$ cat config.mk
export PLATFORM = sky130hd
export DESIGN_NAME = xor_checked_frame_receiver
export DESIGN_NICKNAME = d
export VERILOG_FILES = /design/src/rtl/xcfr_pkg.sv /design/src/rtl/xcfr_apb_regs.sv /design/src/rtl/xcfr_parse_core.sv /design/src/rtl/xor_checked_frame_receiver.sv
export SDC_FILE = /design/constraint.sdc
export NUM_CORES = 1
export LEC_CHECK = 0
export BUFFER_PORTS_ARGS = -buffer_cell sky130_fd_sc_hd__buf_2
export CAP_MARGIN = 5
export CORE_MARGIN = 2
export CORE_UTILIZATION = 57
export CTS_BUF_LIST = sky130_fd_sc_hd__clkbuf_4 sky130_fd_sc_hd__clkbuf_8
export CTS_CLUSTER_DIAMETER = 200
export DETAILED_ROUTE_END_ITERATION = 16
export MAX_ROUTING_LAYER = met4
export PLACE_DENSITY = 0.82
export SLEW_MARGIN = 20
export SYNTH_ARGS = -nofsm -noshare
export SYNTH_HDL_FRONTEND = slang
export SYNTH_HIERARCHICAL = 1
export SYNTH_SLANG_ARGS = --single-unit
$ cat constraint.sdc
create_clock -name clk -period 3.3 [get_ports clk]
set_clock_uncertainty 0.05 [all_clocks]
set_input_delay 0.165 -clock clk [delete_from_list [all_inputs] [get_ports clk]]
set_output_delay 0.165 -clock clk [all_outputs]
set_load 0.05 [all_outputs]
$ cat src/rtl/xcfr_pkg.sv
// ----------------------------------------------------------------------------
// xcfr_pkg
// Shared types and constants for the xor-checked frame receiver.
// ----------------------------------------------------------------------------
package xcfr_pkg;

	localparam int unsigned BYTE_W   = 8;
	localparam int unsigned POS_W    = 11;
	localparam int unsigned LEN_W    = 16;
	localparam int unsigned STAT_W   = 2;
	localparam int unsigned POS_CAP  = 2039;
	localparam int unsigned ADDR_W   = 3;
	localparam int unsigned DATA_W   = 32;

	localparam logic [BYTE_W-1:0] START_BYTE = 8'h7e;
	localparam logic [BYTE_W-1:0] END_BYTE   = 8'h7f;
	localparam logic [BYTE_W-1:0] VER_BYTE   = 8'h01;

	localparam logic [BYTE_W-1:0] SRC_BCAST  = 8'hff;
	localparam logic [BYTE_W-1:0] SRC_A      = 8'h30;
	localparam logic [BYTE_W-1:0] SRC_B      = 8'h31;
	localparam logic [BYTE_W-1:0] SRC_C      = 8'h32;
	localparam logic [BYTE_W-1:0] SRC_D      = 8'h10;

	localparam logic [BYTE_W-1:0] CMD_A      = 8'h10;
	localparam logic [BYTE_W-1:0] CMD_B      = 8'h03;
	localparam logic [BYTE_W-1:0] CMD_C      = 8'h04;
	localparam logic [BYTE_W-1:0] CMD_D      = 8'h05;

	localparam logic [STAT_W-1:0] ST_OK      = 2'd0;
	localparam logic [STAT_W-1:0] ST_LEN     = 2'd1;
	localparam logic [STAT_W-1:0] ST_TYPE    = 2'd2;
	localparam logic [STAT_W-1:0] ST_CSUM    = 2'd3;

	localparam logic [POS_W-1:0] POS_SRC     = 11'd1;
	localparam logic [POS_W-1:0] POS_VER     = 11'd2;
	localparam logic [POS_W-1:0] POS_CMD     = 11'd3;
	localparam logic [POS_W-1:0] POS_LEN_HI  = 11'd5;
	localparam logic [POS_W-1:0] POS_LEN_LO  = 11'd6;

	localparam logic [0:0] REG_MAX_LEN       = 1'b0;
	localparam logic [POS_W-1:0] MAX_LEN_RST = 11'd1024;

	typedef enum logic [4:0] {
		PH_HUNT = 5'b00001,
		PH_HEAD = 5'b00010,
		PH_PAY  = 5'b00100,
		PH_CHK  = 5'b01000,
		PH_END  = 5'b10000
	} phase_t;

	typedef struct packed {
		logic              valid;
		logic [BYTE_W-1:0] frame_byte;
		logic [POS_W-1:0]  byte_pos;
		logic              frame_last;
		logic [STAT_W-1:0] frame_status;
	} result_t;

	function automatic logic source_ok(input logic [BYTE_W-1:0] b);
		return (b == SRC_BCAST) || (b == SRC_A) || (b == SRC_B) || (b == SRC_C) ||
			(b == SRC_D);
	endfunction

	function automatic logic command_ok(input logic [BYTE_W-1:0] b);
		return (b == CMD_A) || (b == CMD_B) || (b == CMD_C) || (b == CMD_D);
	endfunction

endpackage

$ cat src/rtl/xcfr_apb_regs.sv
// ----------------------------------------------------------------------------
// xcfr_apb_regs
// APB register block holding the payload length limit.
// ----------------------------------------------------------------------------
module xcfr_apb_regs (
	input  logic                        clk,
	input  logic                        arst_n,
	input  logic                        psel,
	input  logic                        penable,
	input  logic                        pwrite,
	input  logic [xcfr_pkg::ADDR_W-1:0] paddr,
	input  logic [xcfr_pkg::DATA_W-1:0] pwdata,
	output logic [xcfr_pkg::DATA_W-1:0] prdata,
	output logic                        pready,
	output logic [xcfr_pkg::POS_W-1:0]  max_len
);
	import xcfr_pkg::*;

	logic [POS_W-1:0] max_len_q;
	logic             sel_max;

	assign sel_max = (paddr[ADDR_W-1] == REG_MAX_LEN);
	assign pready  = 1'b1;
	assign max_len = max_len_q;

	always_ff @(posedge clk or negedge arst_n) begin
		if (!arst_n) begin
			max_len_q <= MAX_LEN_RST;
		end else if (psel && penable && pwrite && sel_max) begin
			max_len_q <= pwdata[POS_W-1:0];
		end
	end

	always_comb begin
		prdata = '0;
		if (sel_max) begin
			prdata = {{(DATA_W-POS_W){1'b0}}, max_len_q};
		end
	end

endmodule

$ cat src/rtl/xcfr_parse_core.sv
// ----------------------------------------------------------------------------
// xcfr_parse_core
// Frame state and per-byte decode: hunt, header checks, payload count,
// checksum compare and end-byte status.
// ----------------------------------------------------------------------------
module xcfr_parse_core #(
	parameter int unsigned LEN_LIMIT = 1024
) (
	input  logic                        clk,
	input  logic                        arst_n,
	input  logic                        step,
	input  logic [xcfr_pkg::BYTE_W-1:0] rx,
	input  logic [xcfr_pkg::POS_W-1:0]  max_len,
	output xcfr_pkg::result_t           res
);
	import xcfr_pkg::*;

	localparam int unsigned CAP_I = (LEN_LIMIT < POS_CAP) ? LEN_LIMIT : POS_CAP;
	localparam logic [POS_W-1:0] CAP = CAP_I[POS_W-1:0];

	phase_t            phase_q, phase_d;
	logic [POS_W-1:0]  pos_q, pos_d, pos_inc;
	logic [LEN_W-1:0]  len_q, len_d, len_full;
	logic [BYTE_W-1:0] xor_q, xor_d;
	logic              type_ok_q, type_ok_d;
	logic              csum_ok_q, csum_ok_d;
	logic [POS_W-1:0]  eff_lim;
	logic [LEN_W:0]    pay_end;

	assign eff_lim  = (max_len > CAP) ? CAP : max_len;
	assign pos_inc  = pos_q + 1'b1;
	assign len_full = {len_q[LEN_W-1:BYTE_W], rx};
	assign pay_end  = {1'b0, len_q} + (LEN_W+1)'(POS_LEN_LO);

	always_comb begin
		phase_d   = phase_q;
		pos_d     = pos_q;
		len_d     = len_q;
		xor_d     = xor_q;
		type_ok_d = type_ok_q;
		csum_ok_d = csum_ok_q;
		res       = '0;
		res.frame_byte = rx;
		case (phase_q)
			PH_HEAD: begin
				res.valid = 1'b1;
				res.byte_pos = pos_inc;
				pos_d = pos_inc;
				xor_d = xor_q ^ rx;
				if (pos_inc == POS_SRC && !source_ok(rx)) begin
					type_ok_d = 1'b0;
				end
				if (pos_inc == POS_VER && rx != VER_BYTE) begin
					type_ok_d = 1'b0;
				end
				if (pos_inc == POS_CMD && !command_ok(rx)) begin
					type_ok_d = 1'b0;
				end
				if (pos_inc == POS_LEN_HI) begin
					len_d = {rx, {BYTE_W{1'b0}}};
				end
				if (pos_inc == POS_LEN_LO) begin
					len_d = len_full;
					if (len_full > {{(LEN_W-POS_W){1'b0}}, eff_lim}) begin
						res.frame_last   = 1'b1;
						res.frame_status = ST_LEN;
						phase_d = PH_HUNT;
					end else if (len_full == '0) begin
						phase_d = PH_CHK;
					end else begin
						phase_d = PH_PAY;
					end
				end
			end
			PH_PAY: begin
				res.valid = 1'b1;
				res.byte_pos = pos_inc;
				pos_d = pos_inc;
				xor_d = xor_q ^ rx;
				if ({{(LEN_W+1-POS_W){1'b0}}, pos_inc} >= pay_end) begin
					phase_d = PH_CHK;
				end
			end
			PH_CHK: begin
				res.valid = 1'b1;
				res.byte_pos = pos_inc;
				pos_d = pos_inc;
				csum_ok_d = (rx == xor_q);
				xor_d = xor_q ^ rx;
				phase_d = PH_END;
			end
			PH_END: begin
				res.valid = 1'b1;
				res.byte_pos = pos_inc;
				res.frame_last = 1'b1;
				pos_d = pos_inc;
				if (rx != END_BYTE) begin
					res.frame_status = ST_LEN;
				end else if (!type_ok_q) begin
					res.frame_status = ST_TYPE;
				end else if (!csum_ok_q) begin
					res.frame_status = ST_CSUM;
				end else begin
					res.frame_status = ST_OK;
				end
				phase_d = PH_HUNT;
			end
			default: begin
				phase_d = PH_HUNT;
				if (rx == START_BYTE) begin
					res.valid = 1'b1;
					phase_d   = PH_HEAD;
					pos_d     = '0;
					len_d     = '0;
					xor_d     = rx;
					type_ok_d = 1'b1;
					csum_ok_d = 1'b0;
				end
			end
		endcase
	end

	always_ff @(posedge clk or negedge arst_n) begin
		if (!arst_n) begin
			phase_q   <= PH_HUNT;
			pos_q     <= '0;
			len_q     <= '0;
			xor_q     <= '0;
			type_ok_q <= 1'b1;
			csum_ok_q <= 1'b0;
		end else if (step) begin
			phase_q   <= phase_d;
			pos_q     <= pos_d;
			len_q     <= len_d;
			xor_q     <= xor_d;
			type_ok_q <= type_ok_d;
			csum_ok_q <= csum_ok_d;
		end
	end

endmodule

$ cat src/rtl/xor_checked_frame_receiver.sv
// ----------------------------------------------------------------------------
// xor_checked_frame_receiver
// Receives serial bytes, finds framed requests and echoes each frame byte
// with its position, a last flag and a status on the last byte.
// ----------------------------------------------------------------------------
// One byte is accepted per clock cycle when the output side keeps up. A byte
// goes into an input register and is decoded against the frame state from
// there. The result is loaded into the output register when that register is
// free or its result is being taken. Bytes outside a frame give no result, but
// they still wait for the output register to be free. The output register and
// the input register each hold one byte. While a result waits to be taken, the
// input takes one more byte and then stalls until the result goes.
module xor_checked_frame_receiver #(
	parameter int unsigned LEN_LIMIT = 1024
) (
	input  logic                        clk,
	input  logic                        arst_n,
	input  logic                        psel,
	input  logic                        penable,
	input  logic                        pwrite,
	input  logic [xcfr_pkg::ADDR_W-1:0] paddr,
	input  logic [xcfr_pkg::DATA_W-1:0] pwdata,
	output logic [xcfr_pkg::DATA_W-1:0] prdata,
	output logic                        pready,
	input  logic                        in_valid,
	output logic                        in_ready,
	input  logic [xcfr_pkg::BYTE_W-1:0] rx_byte,
	output logic                        out_valid,
	input  logic                        out_ready,
	output logic [xcfr_pkg::BYTE_W-1:0] frame_byte,
	output logic [xcfr_pkg::POS_W-1:0]  byte_pos,
	output logic                        frame_last,
	output logic [xcfr_pkg::STAT_W-1:0] frame_status
);
	import xcfr_pkg::*;

	logic [POS_W-1:0]  max_len;
	logic              valid_s1;
	logic [BYTE_W-1:0] byte_s1;
	logic              advance;
	result_t           res;
	result_t           res_s2;

	xcfr_apb_regs u_regs (
		.clk     (clk),
		.arst_n  (arst_n),
		.psel    (psel),
		.penable (penable),
		.pwrite  (pwrite),
		.paddr   (paddr),
		.pwdata  (pwdata),
		.prdata  (prdata),
		.pready  (pready),
		.max_len (max_len)
	);

	assign advance  = valid_s1 && (!res_s2.valid || out_ready);
	assign in_ready = !valid_s1 || advance;

	xcfr_parse_core #(
		.LEN_LIMIT (LEN_LIMIT)
	) u_core (
		.clk     (clk),
		.arst_n  (arst_n),
		.step    (advance),
		.rx      (byte_s1),
		.max_len (max_len),
		.res     (res)
	);

	always_ff @(posedge clk or negedge arst_n) begin
		if (!arst_n) begin
			valid_s1 <= 1'b0;
		end else if (in_ready) begin
			valid_s1 <= in_valid;
		end
	end

	always_ff @(posedge clk) begin
		if (in_valid && in_ready) begin
			byte_s1 <= rx_byte;
		end
	end

	// result register
	always_ff @(posedge clk or negedge arst_n) begin
		if (!arst_n) begin
			res_s2 <= '0;
		end else if (advance) begin
			res_s2 <= res;
		end else if (out_ready) begin
			res_s2.valid <= 1'b0;
		end
	end

	assign out_valid    = res_s2.valid;
	assign frame_byte   = res_s2.frame_byte;
	assign byte_pos     = res_s2.byte_pos;
	assign frame_last   = res_s2.frame_last;
	assign frame_status = res_s2.frame_status;

	a_ready_when_empty: assert property (@(posedge clk) disable iff (!arst_n)
		!out_valid |-> in_ready)
		else $error("input stalled with empty output register");

	a_status_only_on_last: assert property (@(posedge clk) disable iff (!arst_n)
		out_valid && !frame_last |-> frame_status == ST_OK)
		else $error("status set on a byte that does not end the frame");

	a_start_at_zero: assert property (@(posedge clk) disable iff (!arst_n)
		out_valid && byte_pos == '0 |-> frame_byte == START_BYTE && !frame_last)
		else $error("frame opened by a byte other than the start byte");

	a_len_abort_pos: assert property (@(posedge clk) disable iff (!arst_n)
		out_valid && frame_last && byte_pos == POS_LEN_LO |-> frame_status == ST_LEN)
		else $error("abort on the length byte without length status");

endmodule

==> flow_summary.json <==
{
  "numCtsBuffers": 9,
  "post_cts_resized": 0,
  "antenna_cells": 0,
  "slew_headroom": 0.365,
  "setup_viol": 0,
  "p_leak_nw": 2.90,
  "wl_um": 11800,
  "rr_worst_depth": 12,
  "synth-edff-count": 8,
  "avgSynthCellArea_um2": 10.5,
  "die_w_um": 100,
  "period_needed_ns": 3.16,
  "end_kind": "flip-flop",
  "start_util": 0.582,
  "finalCritPeriodShare": 0.957,
  "drtAntennaViolNets": 0,
  "postCtsHoldBufs": 21,
  "hold_viol": 0,
  "hp-start": "out_ready",
  "core_area_mm2": 0.00911,
  "critical-path-slowest-cell": "dfrtp_1",
  "cts_sinks": 85,
  "status": "finished, final reports clean",
  "gp_congestion": 0.896,
  "drcViolationCount": 0,
  "area_growth_pct": 13.2,
  "crit_top_cell": "ha_1",
  "cts_tree": "built",
  "tns_ns": 0,
  "hold_path.class": "in -> reg",
  "drive_above_1_share": 0.256,
  "grt_pass1_vias": 4076,
  "crit_chain": "ha_1 > and4_1 > and2_4 > xnor2_1 > inv_1 > ha_1 > nand4_1 > nor4_1 > o31a_1 > a31oi_1 > a211o_4 > o41ai_2",
  "die_height_um": 100,
  "clock_path_buffers": 2,
  "cap_violations": 0,
  "reg2reg_slack_ns": 0.14,
  "ys_seq_elements": 85,
  "r2r_end": "u_core/phase_q[2]",
  "path_max_fanout": 7,
  "synth-seq-area-share": 0.410,
  "portBuffers": 61,
  "min_to": "out_valid",
  "grt_max_degree": 78,
  "fin_ws_ns": 0.141,
  "ys_async_sr_fraction": 0.906,
  "wl_per_cell_um": 16.9,
  "num_vias": 4081,
  "place_ws_ns": 0.165,
  "num_rows": 35,
  "cp_top_family": "compound AO/OA/AOI/OAI gates",
  "fmax_mhz": 317,
  "avgViaCountPerCell": 5.86,
  "h-tree-depth": 3,
  "synth.distinct_cells": 61,
  "p_per_area_mw_per_mm2": 515,
  "fillers": 667,
  "ir_worst_vdd_mv": 0.344,
  "cp.required_ns": 3.51,
  "firstDrtPassIters": 5,
  "antenna_found_initial": 0,
  "slew_violations": 0,
  "r2r_start": "u_core/pos_q[1]",
  "worst-endpoint-arrival_ns": 3.37,
  "grt_remaining_overflow": 0,
  "cts_root_buf": "clkbuf_8",
  "rsz0062_at_grt": "false",
  "place_hpwl_um": 8090,
  "crit_buf_inv": 1,
  "clkTransAtPathRegs_ns": 0.09,
  "path_class": "reg -> reg",
  "drt-initial-drc-count": 290,
  "postSynthCellCount": 505,
  "critPathMaxStageDelay_ns": 0.44,
  "yosys_most_used_dff": "dfrtp_1",
  "synth_warnings": 6,
  "critPathLaunchType": "flip-flop",
  "finalNetCount": 657,
  "clk_latency_ns": 0.36,
  "worst_pin_slew_ns": 0.953,
  "cts_setup_buffers": 0,
  "grt_pass1_wl_um": 19200,
  "track_usage": 0.249,
  "die_area_mm2": 0.0101,
  "hold_depth": 3,
  "synth_area_mm2": 0.00530,
  "ios": 107
}
-- how the worst max path moves through the flow --
stage                                    to  cells past startpoint       startpoint  slack [ns]
after floorplan           u_core/phase_q[2]                      8  u_core/pos_q[0]        0.35
after global placement    u_core/phase_q[2]                     12  u_core/pos_q[1]        0.24
after detailed placement  u_core/phase_q[2]                     12  u_core/pos_q[1]        0.16
after CTS                 u_core/phase_q[2]                     12  u_core/pos_q[0]        0.15
after global routing      u_core/phase_q[2]                     12  u_core/pos_q[0]      0.0004
final                     u_core/phase_q[2]                     12  u_core/pos_q[1]        0.14
-- kinds of logic after synthesis --
family                     share of synthesized area
other                                        0.00142
adders and majority gates                     0.0637
buffers and inverters                         0.0732
muxes                                          0.118
and+or+nand+nor                                0.169
DFF                                            0.410
xor gates and xnor gates                      0.0463
AOI/OAI and AO/OA                              0.119
-- per-layer routing --
layer / global-route usage / share of wire / vias to the layer above
li1: - / - / 1909
met1: 0.296 / 0.42 / 1985
met2: 0.421 / 0.50 / 156
met3: 0.0460 / 0.051 / 31
met4: 0.0917 / 0.026 / 0
met5: - / 0 / -
-- cell usage in the layout, fill, tap and decap left out, types with 6 or more instances in the layout --
cell and n:
edfxtp_1 8, a22o_1 21, nor2_1 19, buf_4 13, buf_2 60, nand4_1 11
xnor2_1 20, ha_1 27, xor2_1 8, o21ai_0 24, nand3_1 22, nor2b_1 14
mux2_4 29, inv_1 16, mux2_2 16, dlygate4sd3_1 21, clkbuf_8 9, conb_1 22
nor3_1 10, and2_1 9, nor4_1 6, nand2_1 40, dfrtp_1 74, a21oi_1 8
-- cell usage after synthesis, types with 2 or more instances --
master      n  share of area
buf_6       3         0.0064
mux2_2     16          0.034
nand2b_1    5         0.0059
nand2_1    40          0.028
buf_1       2         0.0014
nand4_1    11          0.013
mux2_4     29          0.082
nor4_1      6         0.0071
nand3b_1    4         0.0057
and3_1      4         0.0047
a21oi_1     8         0.0076
o21ai_1     2         0.0019
a21o_1      5         0.0071
or3_1       3         0.0035
dfrtp_1    74           0.35
edfxtp_1    8          0.045
nand3_1    22          0.021
inv_1      16          0.011
clkbuf_1   14         0.0099
nor2_1     19          0.013
a22o_1     21          0.035
buf_4      30          0.042
xnor2_1    20          0.033
a211oi_1    4         0.0057
o31ai_1     4         0.0057
ha_1       27          0.064
or4_1       2         0.0028
xor2_1      8          0.013
o21ai_0    24          0.023
o211ai_1    4         0.0057
nor3_1     10         0.0094
and2_1      9          0.011
o2bb2ai_1   2         0.0033
dfstp_2     3          0.015
conb_1      2         0.0014
nor2b_1    14          0.017
and4_1      3         0.0050
nor3_2      2         0.0038
or2_2       3         0.0035
-- area by class of cell --
class | instances | area, µm² | area share
clock buffers | 11 | 139 | 0.0232
clock inverters | 5 | 61.3 | 0.0102
inverters | 17 | 63.8 | 0.0106
multi-input cells | 373 | 2820 | 0.470
flip-flops and latches | 85 | 2170 | 0.362
well taps | 111 | 139 | 0.0232
repair buffers | 94 | 608 | 0.101
-- per-stage QoR --
step	util	power (W)	instance area, µm²	std cells	hold slack (ns)
2_1_floorplan	-	0.00209	5380	525	-0.181
3_3_place_gp	0.613	0.00227	5590	659	0.292
3_5_place_dp	0.613	0.00230	5590	659	0.293
4_1_cts	0.659	0.00308	6000	696	0.0238
5_1_grt	0.659	0.00325	6000	696	0.0467
6_report	0.659	0.00309	6000	696	0.0390
-- registers in the layout (all words and copies together), names as in the netlist --
name and cells:
frame_status 2, u_core/xor_q 8, byte_pos 11, frame_byte 8, u_core/len_q 16, u_core/pos_q 11, byte_s1 8, u_core/csum_ok_q 1
valid_s1 1, u_core/phase_q 5, u_core/type_ok_q 1, u_regs/max_len 11, out_valid 1, frame_last 1
-- power breakdown --
group | total, W | switching, W | internal, W
clock | 0.000756 | 0.000385 | 0.000370
combinational | 0.00103 | 0.000650 | 0.000380
sequential | 0.00131 | 0.000122 | 0.00118
-- worst reg2reg max path: cells and delay by family, from the launching register on --
family | cells | cell delay (ns)
buf+inv | 1 | 0.08
simple gates | 4 | 0.72
flops | 1 | 0.44
compound gates | 4 | 1.06
xor+xnor | 1 | 0.21
fa+ha+maj | 2 | 0.51
(Power assumes the default switching activity.)
